### src/rtl/stt_pkg.sv
// Shared types, codes and character helpers for the source text tokenizer.
package stt_pkg;

   localparam int POSITION_BITS_DEFAULT = 32;
   localparam int LINE_BITS_DEFAULT     = 20;

   localparam int KIND_BITS   = 5;
   localparam int START_BITS  = 32;
   localparam int LENGTH_BITS = 32;
   localparam int LINE_OUT_BITS = 20;
   localparam int MATCH_BITS  = 4;

   localparam int QUEUE_DEPTH      = 4;
   localparam int QUEUE_PTR_BITS   = $clog2(QUEUE_DEPTH);
   localparam int QUEUE_COUNT_BITS = $clog2(QUEUE_DEPTH + 1);
   localparam int READY_LIMIT      = QUEUE_DEPTH - 2;

   localparam logic [KIND_BITS-1:0] KIND_INT     = 5'd0;
   localparam logic [KIND_BITS-1:0] KIND_FLOAT   = 5'd1;
   localparam logic [KIND_BITS-1:0] KIND_ID      = 5'd2;
   localparam logic [KIND_BITS-1:0] KIND_BOOL    = 5'd3;
   localparam logic [KIND_BITS-1:0] KIND_STRING  = 5'd4;
   localparam logic [KIND_BITS-1:0] KIND_COMMENT = 5'd5;
   localparam logic [KIND_BITS-1:0] KIND_ASSIGN  = 5'd6;
   localparam logic [KIND_BITS-1:0] KIND_SEMI    = 5'd7;
   localparam logic [KIND_BITS-1:0] KIND_LPAREN  = 5'd8;
   localparam logic [KIND_BITS-1:0] KIND_RPAREN  = 5'd9;
   localparam logic [KIND_BITS-1:0] KIND_LBRACE  = 5'd10;
   localparam logic [KIND_BITS-1:0] KIND_RBRACE  = 5'd11;
   localparam logic [KIND_BITS-1:0] KIND_COMMA   = 5'd12;
   localparam logic [KIND_BITS-1:0] KIND_PLUS    = 5'd13;
   localparam logic [KIND_BITS-1:0] KIND_MINUS   = 5'd14;
   localparam logic [KIND_BITS-1:0] KIND_SLASH   = 5'd15;
   localparam logic [KIND_BITS-1:0] KIND_STAR    = 5'd16;
   localparam logic [KIND_BITS-1:0] KIND_EOF     = 5'd17;
   localparam logic [KIND_BITS-1:0] KIND_UNKNOWN = 5'd18;
   localparam logic [KIND_BITS-1:0] KIND_UNTERM  = 5'd19;

   localparam logic [7:0] CHAR_NEWLINE = 8'h0A;
   localparam logic [7:0] CHAR_SPACE   = 8'h20;
   localparam logic [7:0] CHAR_QUOTE   = 8'h22;
   localparam logic [7:0] CHAR_HASH    = 8'h23;
   localparam logic [7:0] CHAR_LPAREN  = 8'h28;
   localparam logic [7:0] CHAR_RPAREN  = 8'h29;
   localparam logic [7:0] CHAR_STAR    = 8'h2A;
   localparam logic [7:0] CHAR_PLUS    = 8'h2B;
   localparam logic [7:0] CHAR_COMMA   = 8'h2C;
   localparam logic [7:0] CHAR_MINUS   = 8'h2D;
   localparam logic [7:0] CHAR_DOT     = 8'h2E;
   localparam logic [7:0] CHAR_SLASH   = 8'h2F;
   localparam logic [7:0] CHAR_ZERO    = 8'h30;
   localparam logic [7:0] CHAR_NINE    = 8'h39;
   localparam logic [7:0] CHAR_SEMI    = 8'h3B;
   localparam logic [7:0] CHAR_EQUAL   = 8'h3D;
   localparam logic [7:0] CHAR_UPPER_A = 8'h41;
   localparam logic [7:0] CHAR_UPPER_Z = 8'h5A;
   localparam logic [7:0] CHAR_LOWER_A = 8'h61;
   localparam logic [7:0] CHAR_LOWER_E = 8'h65;
   localparam logic [7:0] CHAR_LOWER_F = 8'h66;
   localparam logic [7:0] CHAR_LOWER_L = 8'h6C;
   localparam logic [7:0] CHAR_LOWER_R = 8'h72;
   localparam logic [7:0] CHAR_LOWER_S = 8'h73;
   localparam logic [7:0] CHAR_LOWER_T = 8'h74;
   localparam logic [7:0] CHAR_LOWER_U = 8'h75;
   localparam logic [7:0] CHAR_LOWER_Z = 8'h7A;
   localparam logic [7:0] CHAR_LBRACE  = 8'h7B;
   localparam logic [7:0] CHAR_RBRACE  = 8'h7D;

   localparam logic [MATCH_BITS-1:0] MATCH_NONE  = 4'd0;
   localparam logic [MATCH_BITS-1:0] MATCH_T     = 4'd1;
   localparam logic [MATCH_BITS-1:0] MATCH_TR    = 4'd2;
   localparam logic [MATCH_BITS-1:0] MATCH_TRU   = 4'd3;
   localparam logic [MATCH_BITS-1:0] MATCH_TRUE  = 4'd4;
   localparam logic [MATCH_BITS-1:0] MATCH_F     = 4'd5;
   localparam logic [MATCH_BITS-1:0] MATCH_FA    = 4'd6;
   localparam logic [MATCH_BITS-1:0] MATCH_FAL   = 4'd7;
   localparam logic [MATCH_BITS-1:0] MATCH_FALS  = 4'd8;
   localparam logic [MATCH_BITS-1:0] MATCH_FALSE = 4'd9;

   typedef enum logic [4:0] {
      MODE_IDLE    = 5'b00001,
      MODE_NUMBER  = 5'b00010,
      MODE_IDENT   = 5'b00100,
      MODE_STRING  = 5'b01000,
      MODE_COMMENT = 5'b10000
   } mode_type;

   typedef struct packed {
      logic [KIND_BITS-1:0]     token_kind;
      logic [START_BITS-1:0]    value_start;
      logic [LENGTH_BITS-1:0]   value_length;
      logic [LINE_OUT_BITS-1:0] line_number;
      logic                     last_of_run;
   } rsp_word_type;

   typedef struct packed {
      logic [1:0]   count;
      rsp_word_type first;
      rsp_word_type second;
   } push_type;

   typedef struct packed {
      logic                 hit;
      logic [KIND_BITS-1:0] kind;
   } op_type;

   function automatic logic is_digit(input logic [7:0] c);
      return (c >= CHAR_ZERO) && (c <= CHAR_NINE);
   endfunction

   function automatic logic is_alnum(input logic [7:0] c);
      return is_digit(c) || ((c >= CHAR_LOWER_A) && (c <= CHAR_LOWER_Z)) ||
             ((c >= CHAR_UPPER_A) && (c <= CHAR_UPPER_Z));
   endfunction

   function automatic op_type op_lookup(input logic [7:0] c);
      op_type r;
      r.hit = 1'b1;
      case (c)
         CHAR_EQUAL:  r.kind = KIND_ASSIGN;
         CHAR_SEMI:   r.kind = KIND_SEMI;
         CHAR_LPAREN: r.kind = KIND_LPAREN;
         CHAR_RPAREN: r.kind = KIND_RPAREN;
         CHAR_LBRACE: r.kind = KIND_LBRACE;
         CHAR_RBRACE: r.kind = KIND_RBRACE;
         CHAR_COMMA:  r.kind = KIND_COMMA;
         CHAR_PLUS:   r.kind = KIND_PLUS;
         CHAR_MINUS:  r.kind = KIND_MINUS;
         CHAR_SLASH:  r.kind = KIND_SLASH;
         CHAR_STAR:   r.kind = KIND_STAR;
         default: begin
            r.hit  = 1'b0;
            r.kind = KIND_UNKNOWN;
         end
      endcase
      return r;
   endfunction

   function automatic logic [MATCH_BITS-1:0] next_match(input logic [MATCH_BITS-1:0] m,
                                                        input logic [7:0] c);
      logic [MATCH_BITS-1:0] r;
      r = MATCH_NONE;
      case (m)
         MATCH_T:    if (c == CHAR_LOWER_R) r = MATCH_TR;
         MATCH_TR:   if (c == CHAR_LOWER_U) r = MATCH_TRU;
         MATCH_TRU:  if (c == CHAR_LOWER_E) r = MATCH_TRUE;
         MATCH_F:    if (c == CHAR_LOWER_A) r = MATCH_FA;
         MATCH_FA:   if (c == CHAR_LOWER_L) r = MATCH_FAL;
         MATCH_FAL:  if (c == CHAR_LOWER_S) r = MATCH_FALS;
         MATCH_FALS: if (c == CHAR_LOWER_E) r = MATCH_FALSE;
         default:    r = MATCH_NONE;
      endcase
      return r;
   endfunction

endpackage

### src/rtl/stt_if.sv
// Valid/ready channel interfaces for text bytes and token words.
interface stt_req_if;
   logic       valid;
   logic       ready;
   logic [7:0] char_code;
   logic       end_of_text;

   modport source (output valid, output char_code, output end_of_text, input ready);
   modport sink (input valid, input char_code, input end_of_text, output ready);
endinterface

interface stt_rsp_if;
   logic        valid;
   logic        ready;
   logic [4:0]  token_kind;
   logic [31:0] value_start;
   logic [31:0] value_length;
   logic [19:0] line_number;
   logic        last_of_run;

   modport source (output valid, output token_kind, output value_start,
                   output value_length, output line_number, output last_of_run,
                   input ready);
   modport sink (input valid, input token_kind, input value_start,
                 input value_length, input line_number, input last_of_run,
                 output ready);
endinterface

### src/rtl/stt_scan.sv
// Input register, scanner state and per-byte token decode.
module stt_scan #(
   parameter int POSITION_BITS = stt_pkg::POSITION_BITS_DEFAULT,
   parameter int LINE_BITS     = stt_pkg::LINE_BITS_DEFAULT
) (
   input  logic              clock,
   input  logic              reset,
   input  logic              take,
   input  logic [7:0]        char_code,
   input  logic              end_of_text,
   output stt_pkg::push_type push
);

   logic                               stage_valid_ff;
   logic [7:0]                         char_ff;
   logic                               eot_ff;
   stt_pkg::mode_type                  mode_ff, mode_in;
   logic [POSITION_BITS-1:0]           pos_ff, pos_in;
   logic [LINE_BITS-1:0]               line_ff, line_in;
   logic [POSITION_BITS-1:0]           start_ff, start_in;
   logic [stt_pkg::LENGTH_BITS-1:0]    length_ff, length_in;
   logic                               dot_ff, dot_in;
   logic [stt_pkg::MATCH_BITS-1:0]     match_ff, match_in;

   logic [stt_pkg::START_BITS-1:0]     pos_out, start_out;
   logic [stt_pkg::LINE_OUT_BITS-1:0]  line_out;
   logic [stt_pkg::LENGTH_BITS-1:0]    length_grow;
   logic [stt_pkg::KIND_BITS-1:0]      flush_kind;
   stt_pkg::rsp_word_type              flush_word, a_word, b_word;
   logic                               a_valid, b_valid, done;
   stt_pkg::op_type                    op;

   if (POSITION_BITS >= stt_pkg::START_BITS) begin : g_pos_cut
      assign pos_out   = pos_ff[stt_pkg::START_BITS-1:0];
      assign start_out = start_ff[stt_pkg::START_BITS-1:0];
   end else begin : g_pos_ext
      assign pos_out   = {{(stt_pkg::START_BITS-POSITION_BITS){1'b0}}, pos_ff};
      assign start_out = {{(stt_pkg::START_BITS-POSITION_BITS){1'b0}}, start_ff};
   end

   if (LINE_BITS >= stt_pkg::LINE_OUT_BITS) begin : g_line_cut
      assign line_out = line_ff[stt_pkg::LINE_OUT_BITS-1:0];
   end else begin : g_line_ext
      assign line_out = {{(stt_pkg::LINE_OUT_BITS-LINE_BITS){1'b0}}, line_ff};
   end

   assign length_grow = (length_ff == '1) ? length_ff : length_ff + 1'b1;
   assign op          = stt_pkg::op_lookup(char_ff);

   always_comb begin
      case (mode_ff)
         stt_pkg::MODE_NUMBER:  flush_kind = dot_ff ? stt_pkg::KIND_FLOAT : stt_pkg::KIND_INT;
         stt_pkg::MODE_IDENT:   flush_kind = (match_ff == stt_pkg::MATCH_TRUE ||
                                              match_ff == stt_pkg::MATCH_FALSE) ?
                                             stt_pkg::KIND_BOOL : stt_pkg::KIND_ID;
         stt_pkg::MODE_STRING:  flush_kind = stt_pkg::KIND_UNTERM;
         stt_pkg::MODE_COMMENT: flush_kind = stt_pkg::KIND_COMMENT;
         default:               flush_kind = stt_pkg::KIND_UNKNOWN;
      endcase
      flush_word = '{flush_kind, start_out, length_ff, line_out, 1'b0};
   end

   always_comb begin
      mode_in   = mode_ff;
      pos_in    = pos_ff;
      line_in   = line_ff;
      start_in  = start_ff;
      length_in = length_ff;
      dot_in    = dot_ff;
      match_in  = match_ff;
      a_valid   = 1'b0;
      b_valid   = 1'b0;
      a_word    = flush_word;
      b_word    = flush_word;
      done      = 1'b0;
      if (stage_valid_ff) begin
         if (eot_ff) begin
            a_valid   = (mode_ff != stt_pkg::MODE_IDLE);
            b_valid   = 1'b1;
            b_word    = '{stt_pkg::KIND_EOF, pos_out, '0, line_out, 1'b0};
            mode_in   = stt_pkg::MODE_IDLE;
            pos_in    = '0;
            line_in   = LINE_BITS'(1);
            start_in  = '0;
            length_in = '0;
            dot_in    = 1'b0;
            match_in  = stt_pkg::MATCH_NONE;
         end else begin
            pos_in = pos_ff + 1'b1;
            case (mode_ff)
               stt_pkg::MODE_NUMBER: begin
                  if (stt_pkg::is_digit(char_ff) || char_ff == stt_pkg::CHAR_DOT) begin
                     dot_in    = dot_ff | (char_ff == stt_pkg::CHAR_DOT);
                     length_in = length_grow;
                     done      = 1'b1;
                  end
               end
               stt_pkg::MODE_IDENT: begin
                  if (stt_pkg::is_alnum(char_ff)) begin
                     match_in  = stt_pkg::next_match(match_ff, char_ff);
                     length_in = length_grow;
                     done      = 1'b1;
                  end
               end
               stt_pkg::MODE_STRING: begin
                  done = 1'b1;
                  if (char_ff == stt_pkg::CHAR_QUOTE) begin
                     a_valid = 1'b1;
                     a_word.token_kind = stt_pkg::KIND_STRING;
                     mode_in = stt_pkg::MODE_IDLE;
                  end else begin
                     length_in = length_grow;
                  end
               end
               stt_pkg::MODE_COMMENT: begin
                  if (char_ff != stt_pkg::CHAR_NEWLINE) begin
                     length_in = length_grow;
                     done      = 1'b1;
                  end
               end
               default: begin
               end
            endcase
            if (!done) begin
               a_valid = (mode_ff != stt_pkg::MODE_IDLE);
               mode_in = stt_pkg::MODE_IDLE;
               if (char_ff == stt_pkg::CHAR_SPACE) begin
               end else if (char_ff == stt_pkg::CHAR_NEWLINE) begin
                  if (line_ff != '1) line_in = line_ff + 1'b1;
               end else begin
                  start_in  = pos_ff;
                  length_in = stt_pkg::LENGTH_BITS'(1);
                  dot_in    = 1'b0;
                  match_in  = stt_pkg::MATCH_NONE;
                  if (stt_pkg::is_digit(char_ff)) begin
                     mode_in = stt_pkg::MODE_NUMBER;
                  end else if (stt_pkg::is_alnum(char_ff)) begin
                     mode_in  = stt_pkg::MODE_IDENT;
                     match_in = (char_ff == stt_pkg::CHAR_LOWER_T) ? stt_pkg::MATCH_T :
                                (char_ff == stt_pkg::CHAR_LOWER_F) ? stt_pkg::MATCH_F :
                                stt_pkg::MATCH_NONE;
                  end else if (char_ff == stt_pkg::CHAR_QUOTE) begin
                     mode_in   = stt_pkg::MODE_STRING;
                     start_in  = pos_ff + 1'b1;
                     length_in = '0;
                  end else if (char_ff == stt_pkg::CHAR_HASH) begin
                     mode_in = stt_pkg::MODE_COMMENT;
                  end else begin
                     b_valid = 1'b1;
                     b_word  = '{op.kind, pos_out, stt_pkg::LENGTH_BITS'(1), line_out, 1'b0};
                  end
               end
            end
         end
      end
   end

   always_comb begin
      push.count  = {1'b0, a_valid} + {1'b0, b_valid};
      push.first  = a_valid ? a_word : b_word;
      push.second = b_word;
      push.first.last_of_run  = !(a_valid && b_valid);
      push.second.last_of_run = 1'b1;
   end

   always_ff @(posedge clock) begin
      char_ff <= char_code;
      eot_ff  <= end_of_text;
      if (reset) begin
         stage_valid_ff <= 1'b0;
         mode_ff        <= stt_pkg::MODE_IDLE;
         pos_ff         <= '0;
         line_ff        <= LINE_BITS'(1);
         start_ff       <= '0;
         length_ff      <= '0;
         dot_ff         <= 1'b0;
         match_ff       <= stt_pkg::MATCH_NONE;
      end else begin
         stage_valid_ff <= take;
         mode_ff        <= mode_in;
         pos_ff         <= pos_in;
         line_ff        <= line_in;
         start_ff       <= start_in;
         length_ff      <= length_in;
         dot_ff         <= dot_in;
         match_ff       <= match_in;
      end
   end

endmodule

### src/rtl/stt_queue.sv
// Four-word result queue taking up to two token words per cycle.
module stt_queue (
   input  logic                                   clock,
   input  logic                                   reset,
   input  stt_pkg::push_type                      push,
   input  logic                                   pop,
   output stt_pkg::rsp_word_type                  head,
   output logic                                   head_valid,
   output logic [stt_pkg::QUEUE_COUNT_BITS-1:0]   count
);

   stt_pkg::rsp_word_type                  entry_ff [stt_pkg::QUEUE_DEPTH];
   logic [stt_pkg::QUEUE_PTR_BITS-1:0]     wr_ff, wr_in, rd_ff, rd_in;
   logic [stt_pkg::QUEUE_COUNT_BITS-1:0]   count_ff, count_in;
   logic [stt_pkg::QUEUE_PTR_BITS-1:0]     wr_next;

   assign head       = entry_ff[rd_ff];
   assign head_valid = (count_ff != '0);
   assign count      = count_ff;
   assign wr_next    = wr_ff + 1'b1;

   always_comb begin
      wr_in    = wr_ff + stt_pkg::QUEUE_PTR_BITS'(push.count);
      rd_in    = rd_ff + stt_pkg::QUEUE_PTR_BITS'(pop);
      count_in = count_ff + stt_pkg::QUEUE_COUNT_BITS'(push.count)
                 - stt_pkg::QUEUE_COUNT_BITS'(pop);
   end

   always_ff @(posedge clock) begin
      if (push.count != 2'd0) entry_ff[wr_ff] <= push.first;
      if (push.count == 2'd2) entry_ff[wr_next] <= push.second;
      if (reset) begin
         wr_ff    <= '0;
         rd_ff    <= '0;
         count_ff <= '0;
      end else begin
         wr_ff    <= wr_in;
         rd_ff    <= rd_in;
         count_ff <= count_in;
      end
   end

endmodule

### src/rtl/source_text_tokenizer.sv
// Streaming source text tokenizer: one text byte per word, token words out.
// Flow: a byte is registered at acceptance and decoded into the result queue the next
// cycle, where its first word is offered at the queue head.
// Throughput: one byte per cycle while queued plus decoding words stay within two; a byte
// ending a token that is itself an operator or unknown, or end of text, can give two words.
// Reset: synchronous; clears the scanner to idle, position 0, line 1, queue empty.
module source_text_tokenizer #(
   parameter int POSITION_BITS = stt_pkg::POSITION_BITS_DEFAULT,
   parameter int LINE_BITS     = stt_pkg::LINE_BITS_DEFAULT
) (
   input logic       clock,
   input logic       reset,
   stt_req_if.sink   req_channel,
   stt_rsp_if.source rsp_channel
);

   stt_pkg::push_type                      push;
   stt_pkg::rsp_word_type                  head;
   logic                                   head_valid;
   logic [stt_pkg::QUEUE_COUNT_BITS-1:0]   count;
   logic                                   take, pop;

   assign req_channel.ready = (stt_pkg::QUEUE_COUNT_BITS'(count + push.count) <=
                               stt_pkg::QUEUE_COUNT_BITS'(stt_pkg::READY_LIMIT)) && !reset;
   assign take = req_channel.valid && req_channel.ready;
   assign pop  = rsp_channel.valid && rsp_channel.ready;

   stt_scan #(
      .POSITION_BITS(POSITION_BITS),
      .LINE_BITS    (LINE_BITS)
   ) u_scan (
      .clock      (clock),
      .reset      (reset),
      .take       (take),
      .char_code  (req_channel.char_code),
      .end_of_text(req_channel.end_of_text),
      .push       (push)
   );

   stt_queue u_queue (
      .clock     (clock),
      .reset     (reset),
      .push      (push),
      .pop       (pop),
      .head      (head),
      .head_valid(head_valid),
      .count     (count)
   );

   assign rsp_channel.valid        = head_valid;
   assign rsp_channel.token_kind   = head.token_kind;
   assign rsp_channel.value_start  = head.value_start;
   assign rsp_channel.value_length = head.value_length;
   assign rsp_channel.line_number  = head.line_number;
   assign rsp_channel.last_of_run  = head.last_of_run;

`ifndef SYNTHESIS
   a_queue_bound: assert property (@(posedge clock) disable iff (reset)
      count <= stt_pkg::QUEUE_COUNT_BITS'(stt_pkg::QUEUE_DEPTH))
      else $error("result queue overflow");

   a_pair_marks: assert property (@(posedge clock) disable iff (reset)
      push.count == 2'd2 |-> (!push.first.last_of_run && push.second.last_of_run))
      else $error("two-word push with wrong last marks");

   a_eof_last: assert property (@(posedge clock) disable iff (reset)
      rsp_channel.valid && rsp_channel.token_kind == stt_pkg::KIND_EOF
      |-> rsp_channel.last_of_run)
      else $error("eof word not last of run");

   a_eof_zero_len: assert property (@(posedge clock) disable iff (reset)
      rsp_channel.valid && rsp_channel.token_kind == stt_pkg::KIND_EOF
      |-> rsp_channel.value_length == '0)
      else $error("eof word with nonzero length");
`endif

endmodule
### src/flat_wrapper.sv
// flat-port wrapper written by rule: the top's interface ports become plain ports
module source_text_tokenizer_flat 
#(
   parameter int POSITION_BITS = stt_pkg::POSITION_BITS_DEFAULT,
   parameter int LINE_BITS     = stt_pkg::LINE_BITS_DEFAULT
)
  (clock, reset, req_channel_valid, req_channel_char_code, req_channel_end_of_text, req_channel_ready, rsp_channel_valid, rsp_channel_token_kind, rsp_channel_value_start, rsp_channel_value_length, rsp_channel_line_number, rsp_channel_last_of_run, rsp_channel_ready);
  stt_req_if req_channel_i ();
  stt_rsp_if rsp_channel_i ();
  input logic clock;
  input logic reset;
  input wire logic [$bits(req_channel_i.valid)-1:0] req_channel_valid;
  input wire logic [$bits(req_channel_i.char_code)-1:0] req_channel_char_code;
  input wire logic [$bits(req_channel_i.end_of_text)-1:0] req_channel_end_of_text;
  output wire logic [$bits(req_channel_i.ready)-1:0] req_channel_ready;
  output wire logic [$bits(rsp_channel_i.valid)-1:0] rsp_channel_valid;
  output wire logic [$bits(rsp_channel_i.token_kind)-1:0] rsp_channel_token_kind;
  output wire logic [$bits(rsp_channel_i.value_start)-1:0] rsp_channel_value_start;
  output wire logic [$bits(rsp_channel_i.value_length)-1:0] rsp_channel_value_length;
  output wire logic [$bits(rsp_channel_i.line_number)-1:0] rsp_channel_line_number;
  output wire logic [$bits(rsp_channel_i.last_of_run)-1:0] rsp_channel_last_of_run;
  input wire logic [$bits(rsp_channel_i.ready)-1:0] rsp_channel_ready;
  assign req_channel_i.valid = req_channel_valid;
  assign req_channel_i.char_code = req_channel_char_code;
  assign req_channel_i.end_of_text = req_channel_end_of_text;
  assign req_channel_ready = req_channel_i.ready;
  assign rsp_channel_valid = rsp_channel_i.valid;
  assign rsp_channel_token_kind = rsp_channel_i.token_kind;
  assign rsp_channel_value_start = rsp_channel_i.value_start;
  assign rsp_channel_value_length = rsp_channel_i.value_length;
  assign rsp_channel_line_number = rsp_channel_i.line_number;
  assign rsp_channel_last_of_run = rsp_channel_i.last_of_run;
  assign rsp_channel_i.ready = rsp_channel_ready;
  source_text_tokenizer #(.POSITION_BITS(POSITION_BITS), .LINE_BITS(LINE_BITS)) u_core (.clock(clock), .reset(reset), .req_channel(req_channel_i), .rsp_channel(rsp_channel_i));
endmodule
### config.mk
export PLATFORM = sky130hd
export DESIGN_NAME = source_text_tokenizer_flat
export DESIGN_NICKNAME = d
export VERILOG_FILES = /design/src/rtl/stt_pkg.sv /design/src/rtl/stt_if.sv /design/src/rtl/stt_scan.sv /design/src/rtl/stt_queue.sv /design/src/rtl/source_text_tokenizer.sv /design/src/flat_wrapper.sv
export SDC_FILE = /design/constraint.sdc
export NUM_CORES = 1
export LEC_CHECK = 0
export ABC_CLOCK_PERIOD_IN_PS = 6800
export BUFFER_PORTS_ARGS = -buffer_cell sky130_fd_sc_hd__buf_2
export CAP_MARGIN = 10
export CORE_ASPECT_RATIO = 1.75
export CORE_MARGIN = 4
export CORE_UTILIZATION = 56
export CTS_BUF_LIST = sky130_fd_sc_hd__clkbuf_4
export DETAILED_ROUTE_END_ITERATION = 10
export GPL_TIMING_DRIVEN = 0
export MAX_ROUTING_LAYER = met4
export PLACE_DENSITY = 0.79
export SYNTH_ARGS = -nofsm -noshare
export SYNTH_HDL_FRONTEND = slang
export SYNTH_SLANG_ARGS = --single-unit
### constraint.sdc
create_clock -name clock -period 6.8 [get_ports clock]
set_input_delay 0.34 -clock clock [delete_from_list [all_inputs] [get_ports clock]]
set_output_delay 0.34 -clock clock [all_outputs]
set_load 0.02 [all_outputs]
# Word level (Yosys, flattened, before mapping)
# Memory sizes are Yosys's and may differ from the RTL's. A register that Yosys moved wholly into a read port is not among the register bits.
# Cells that the tools add are included.
[word_totals] register_bits=143 mem_bits_rw=360 in_bits=13 output_inout_bits=92 wordCells=201 mem_count=1
[mem_list] name="u_core.u_queue.entry_ff" depth=4 width=90 rd=1 rd_ports_with_merged_regs=1 write_ports=2 line="stt_queue.sv:12" text="stt_pkg::rsp_word_type entry_ff [stt_pkg::QUEUE_DEPTH];"
[classes] add_sub_neg=9 order_cmp=7 n_eq_ne=47 muxes=103 bitwise=1 reduce_logical=20
[ops] op="90-bit 2-to-1 mux" count=10
[ops] op="32-bit 2-to-1 mux" count=17
[ops] op="32-bit one-hot mux with 4 select lines" count=1
[ops] op="8-bit by 6-bit equality test with 1-bit output, second input constant" count=13
[ops] op="20-bit 2-to-1 mux" count=5
[ops] op="8-bit by 7-bit equality test with 1-bit output, second input constant" count=10
[ops] op="5-bit 2-to-1 mux" count=14
[ops] op="32-bit by 1-bit adder with 32-bit output, second input constant" count=2
[ops] op="5-bit one-hot mux with 11 select lines" count=1
[ops] op="1-bit 2-to-1 mux" count=34
[ops] op="32-bit equality test, second input constant" count=1
[ops] op="4-bit 2-to-1 mux" count=8
[ops] op="4-bit one-hot mux with 7 select lines" count=1
[ops] op="3-bit 2-to-1 mux" count=7
[ops] op="20-bit by 1-bit adder with 20-bit output, second input constant" count=1
[ops] op="20-bit != test, second input constant" count=1
[ops] op="5-bit one-hot mux with 4 select lines" count=1
[ops] op="4-bit by 3-bit equality test with 1-bit output, second input constant" count=4
[ops] op="8-bit by 7-bit >= comparator with 1-bit output, second input constant" count=2
[ops] op="8-bit by 7-bit <= comparator with 1-bit output, second input constant" count=2
[ops] op="4-bit by 2-bit equality test with 1-bit output, second input constant" count=2
[ops] op="4-bit equality test, second input constant" count=2
[ops] op="8-bit by 4-bit equality test with 1-bit output, second input constant" count=1
[ops] op="8-bit by 6-bit >= comparator with 1-bit output, second input constant" count=1
[ops] op="other kinds (30)" count=46

# Longest topological paths before layout
[depth] depth_word=16 mapped_depth=18 mapped_depth_nobuf=14

# Modules after synthesis
# From an unflattened synthesis, not the netlist that was laid out.
[unflattened] hier_cells=2243 area_unflattened_um2=27238.6
[modules_own_cells] module="stt_queue" instances=1 cells_each=912 area_each_um2=17723.2 seq_area_each_um2=10950.5
[modules_own_cells] module="stt_scan" instances=1 cells_each=1324 area_each_um2=9441.6 seq_area_each_um2=2722.6
[modules_own_cells] module="source_text_tokenizer" instances=1 cells_each=7 area_each_um2=73.8 seq_area_each_um2=0.0

# Least setup slack after synthesis
# No wires, ideal clock.
[synth_path] kind="reg-to-reg" start="register u_core.u_scan.char_ff[2]" end="memory u_core.u_queue.entry_ff[2][10] in the netlist's numbering, enable pin" setup_ns=0.485 arrival_ns=5.584 required_ns=6.315 slack_ns=0.732 path_stages_with_launch=14 path_buffers=5 synth_period_minus_slack_ns=6.068 cell_sequence="dfxtp_1 buf_2 nor4_2 o32a_1 o21ai_1 o31ai_4 buf_6 buf_2 ha_1 clkbuf_1 nand2_1 or2_2 nand2_1 clkbuf_1"
[synth_rtl] element="start: declaration" line="stt_scan.sv:15" text="logic [7:0] char_ff;"
[synth_rtl] element="start signal: assignment" line="stt_scan.sv:167" text="char_ff <= char_code;"
[synth_rtl] element="end: declaration" line="stt_queue.sv:12"

# Worst setup path after layout
[layout_path] start="register u_core.u_scan.char_ff[6]" end="output port req_channel_ready"
[layout_via] elab_chain_len=15 elab_cells_between_ends=42 cone_classes="2 x add/sub; 7 x order compare; 6 x eq/ne; 20 x mux; 7 x reduce/logical"
[layout_rtl] element="8-bit by 6-bit >= comparator with 1-bit output, or another cell as far along" line="stt_pkg.sv:108" text="return (c >= CHAR_ZERO) && (c <= CHAR_NINE);"
[layout_rtl] element="1-bit logical AND, on equally long branches" line="stt_pkg.sv:108, stt_pkg.sv:112"
[layout_rtl] element="1-bit logical OR (2 in series)" line="stt_pkg.sv:112" text="return is_digit(c) || ((c >= CHAR_LOWER_A) && (c <= CHAR_LOWER_Z)) ||"
[layout_rtl] element="1-bit 2-to-1 mux, on equally long branches" line="stt_scan.sv:99, stt_scan.sv:137"
[layout_rtl] element="1-bit one-hot mux with 4 select lines / 1-bit 2-to-1 mux (equally long branches)" line="stt_scan.sv:90, stt_scan.sv:135"
[layout_rtl] element="1-bit 2-to-1 mux, on equally long branches" line="stt_scan.sv:77, stt_scan.sv:128"
[layout_rtl] element="1-bit 2-to-1 mux, on equally long branches" line="stt_scan.sv:76, stt_scan.sv:127"
[layout_rtl] element="1-bit 2-to-1 mux" line="stt_scan.sv:124" text="if (!done) begin"
[layout_rtl] element="1-bit 2-to-1 mux" line="stt_scan.sv:77" text="if (eot_ff) begin"
[layout_rtl] element="1-bit 2-to-1 mux" line="stt_scan.sv:76" text="if (stage_valid_ff) begin"
[layout_rtl] element="1-bit by 1-bit adder with 2-bit output *" line="stt_scan.sv:159" text="push.count = {1'b0, a_valid} + {1'b0, b_valid};"
[layout_rtl] element="3-bit by 2-bit adder with 3-bit output *" line="source_text_tokenizer.sv:23" text="assign req_channel.ready = (stt_pkg::QUEUE_COUNT_BITS'(count + push.count) <="
[layout_rtl] element="3-bit by 2-bit <= comparator with 1-bit output *" line="source_text_tokenizer.sv:23"
[layout_rtl] element="1-bit logical AND *" line="source_text_tokenizer.sv:24" text="stt_pkg::QUEUE_COUNT_BITS'(stt_pkg::READY_LIMIT)) && !reset;"
[layout_rtl] element="end: declaration" line="flat_wrapper.sv:15" text="output wire logic [$bits(req_channel_i.ready)-1:0] req_channel_ready;"
# Mark *: on every way between the ends. The rest lies on a longest branch, timed or not. The select of a mux whose other input is x is not followed.

==> flow_summary.ini <==
[outcome]
status = completed

[detailed_routing]
antenna_left = 0
drtIter0Drc = 1793
avgRoutedWirePerCell_um = 24.1
totalWireLength_um = 76500
vias = 19900
drt_pass1_iterations = 6
drc = 0
routed_via_density = 6.30

[grt]
use_met2 = 0.572
grt_max_degree = 55
met3_usage = 0.0570
grt_pass1_vias = 20600
use_met1 = 0.326
antenna_found_initial = 3
grt_pass1_wl_um = 116000
overflow = 0
gr-usage-all-layers = 0.323
grt-busiest-layer = met2

[final_layout]
nNetsFinal = 2519
area_growth_pct = 11.9
drive_gt1_frac = 0.195
fillers = 3614

[logic_synthesis]
synth_compound_area_frac = 0.120
syn_avg_cell_area_um2 = 11.1
yosysUniqueCellTypes = 95
synth-xor-area-share = 0.0165
synth_area_um2 = 25000
synth_edf_count = 356
synth-seq-cells = 503
synthArstFlopShare = 0
yosysWarnings = 0
synthMuxAreaShare = 0.0828
synth_seq_area_share = 0.545
netlist_instances = 2260
synth_simple_gate_area_share = 0.190
synth-adder-area-share = 0.00581
synth_top_family_by_area = simple AND/OR/NAND/NOR gates
synthesis.nets = 2284
dominantRegCellSynth = edfxtp_1

[setup_path]
rr_startpoint = u_core.u_scan.char_ff[6]
critical_path_class = flop to primary output
endpoint_kind = primary output
required_ps = 6460
crit_fanout = 10
crit_arrival_ps = 5260
start_kind = flop
r2r_cells = 17
r2r_setup_slack_ps = 1560
worst_r2r_endpoint = u_core.u_queue.entry_ff[2][81]

[die]
coreArea_um2 = 44200
die_w_um = 168
row_count = 102
fp.dieArea_um2 = 48200
dieHeight_um = 287
start_util = 0.566
ios = 105

[hold_path]
min_to = u_core.u_scan.char_ff[6]
holdPathStages = 2
hp-start = req_channel_char_code[6]
worst_hold_path_type = input port to flop

[power]
p_switching_w = 0.00270
p_leak_nw = 9.28
combPwrFrac = 0.270
clock_power_share = 0.289
seqPwrFrac = 0.441
power_density_nw_per_um2 = 289
p_sw_frac = 0.335
internal_power_w = 0.00537
peakVddDrop_uv = 215

[place]
io_buffers = 103
gp_congestion = 0.969
hpwl_um = 54300
place_ws_ps = 1730

[timing]
setup_viol = 0
fin_skew_ps = 72.0
period_share = 0.824
post-route-min-period_ps = 5600
slew_violations = 0
timing.final.ws_setup_ps = 1200
hold_ws_ps = 93.2
rsz0062_at_grt = no
hold_viol_final = 0
worst_slew_pin_slew_ps = 1420
relSlewSlack = 0.0471
max_freq_mhz = 179

[clock_tree]
clkTransAtPathRegs_ps = 70
cts_tree = built
clkLatencyLatePin_ps = 920
ctsResizeCount = 0
cts_buffers = 109
clockBufferDepth = 3
cts_root_buffer = clkbuf_4
cts.sinks = 503
htreeDepth = 3

[job]
drv_cap = 0
[metal layers]
layer | vias to the layer above | wire (um)
li1 | 8908 | -
met1 | 9548 | 24700
met2 | 1131 | 40300
met3 | 361 | 5570
met4 | 0 | 5880
met5 | - | 0
[sequential cells by signal, summed over array words and instances, names as in the netlist, 3 cells and up]
name and count:
u_core.u_queue.entry_ff 360, u_core.u_scan.length_ff 32, u_core.u_scan.pos_ff 32, u_core.u_scan.start_ff 32, u_core.u_scan.line_ff 20, u_core.u_scan.char_ff 8, u_core.u_scan.mode_ff 5, u_core.u_scan.match_ff 4
u_core.u_queue.count 3
[synthesized netlist by cell type, drive strengths merged, types with 19 or more instances]
master | instances | share of area
nor2b | 27 | 0.0068
a21oi | 73 | 0.015
a22oi | 23 | 0.0071
dfxtp | 147 | 0.12
nand4 | 36 | 0.0093
a31oi | 19 | 0.0048
nand3 | 50 | 0.010
nor2 | 137 | 0.021
and3 | 24 | 0.0060
o21ai | 227 | 0.045
mux4 | 90 | 0.081
buf | 81 | 0.021
nor3 | 36 | 0.0078
nand2 | 332 | 0.050
xor2 | 25 | 0.0088
edfxtp | 356 | 0.43
clkbuf | 102 | 0.016
inv | 19 | 0.0030
and2 | 186 | 0.047
o22ai | 21 | 0.0055
nor4 | 24 | 0.0068
xnor2 | 22 | 0.0077
[critical path, stage by stage (launching register included)]
cell	delay, ps
dfxtp_1	300
buf_2	160
nor2b_1	180
o22ai_1	640
o21ai_1	290
o31ai_4	490
buf_6	240
buf_2	280
ha_1	310
ha_1	220
fa_1	400
xor2_1	180
a211oi_1	430
buf_2	260
[through the flow]
stage | setup TNS [ps] | power [W] | utilization | area [um^2] | instances
after floorplan | 0 | 0.00504 | - | 25000 | 2260
after global placement | -573360 | 0.00579 | 0.594 | 26200 | 2935
after detailed placement | 0 | 0.00581 | 0.599 | 26400 | 2945
after CTS | 0 | 0.00809 | 0.633 | 28000 | 3163
after global routing | 0 | 0.00839 | 0.633 | 28000 | 3166
final | 0 | 0.00807 | 0.633 | 28000 | 3167
[cell type report]
type / count / area [um^2] / area share
flip-flops and latches: 503 / 13600 / 0.487
multi-input cells: 1555 / 10400 / 0.371
clock buffers: 152 / 1140 / 0.0408
plain buffers: 183 / 928 / 0.0332
repair buffers: 124 / 808 / 0.0289
well taps: 572 / 716 / 0.0256
clock inverters: 55 / 269 / 0.00962
inverters: 19 / 76.3 / 0.00273
diodes: 4 / 10.0 / 0.000358
[power groups by stage]
stage	clock (W)	sequential, W	combinational (W)
floorplan	0	0.00363	0.00142
global placement	0	0.00366	0.00214
detailed placement	0	0.00363	0.00218
CTS	0.00234	0.00356	0.00219
global route	0.00252	0.00357	0.00230
finish	0.00233	0.00356	0.00218
[logic make-up (layout without fill, tap and decap cells)]
logic type | after synthesis | count (layout)
compound gates | 473 | 473
xor+xnor | 47 | 47
fa+ha+maj | 11 | 11
buf+inv | 202 | 533
flops | 503 | 503
mux | 94 | 94
other cells | 0 | 4
simple gates | 930 | 930
[cell usage in the layout, fill, tap and decap left out, types with 23 or more instances in the layout]
cell type	count
edfxtp_1	356
nor3_1	33
dfxtp_1	147
o21ai_1	23
clkinv_1	36
nand4_1	35
xor2_1	25
o21ai_0	204
and3_1	24
a21oi_1	73
clkbuf_1	92
buf_2	140
nand2_1	331
mux4_2	90
nor2_1	136
nand3_1	50
clkbuf_4	155
and2_1	181
nor2b_1	27
[worst max path at each step]
stage / from / end
3_3_place_gp: u_core.u_scan.char_ff[6] / u_core.u_queue.entry_ff[2][16]
5_1_grt: u_core.u_scan.char_ff[1] / req_channel_ready
2_1_floorplan: u_core.u_scan.char_ff[2] / u_core.u_queue.entry_ff[2][10]
4_1_cts: u_core.u_scan.char_ff[2] / req_channel_ready
3_5_place_dp: u_core.u_scan.char_ff[6] / u_core.u_queue.entry_ff[2][75]
6_report: u_core.u_scan.char_ff[6] / req_channel_ready
[timing repair]
| action | CTS | global route |
|---|---|---|
| setup buffers | 0 | 0 |
| hold buffers | 11 | 0 |
| hold endpoints to repair | 12 | 0 |
| endpoints found under the setup margin | 0 | 0 |
Note: power is estimated with default switching activity, not from simulation.
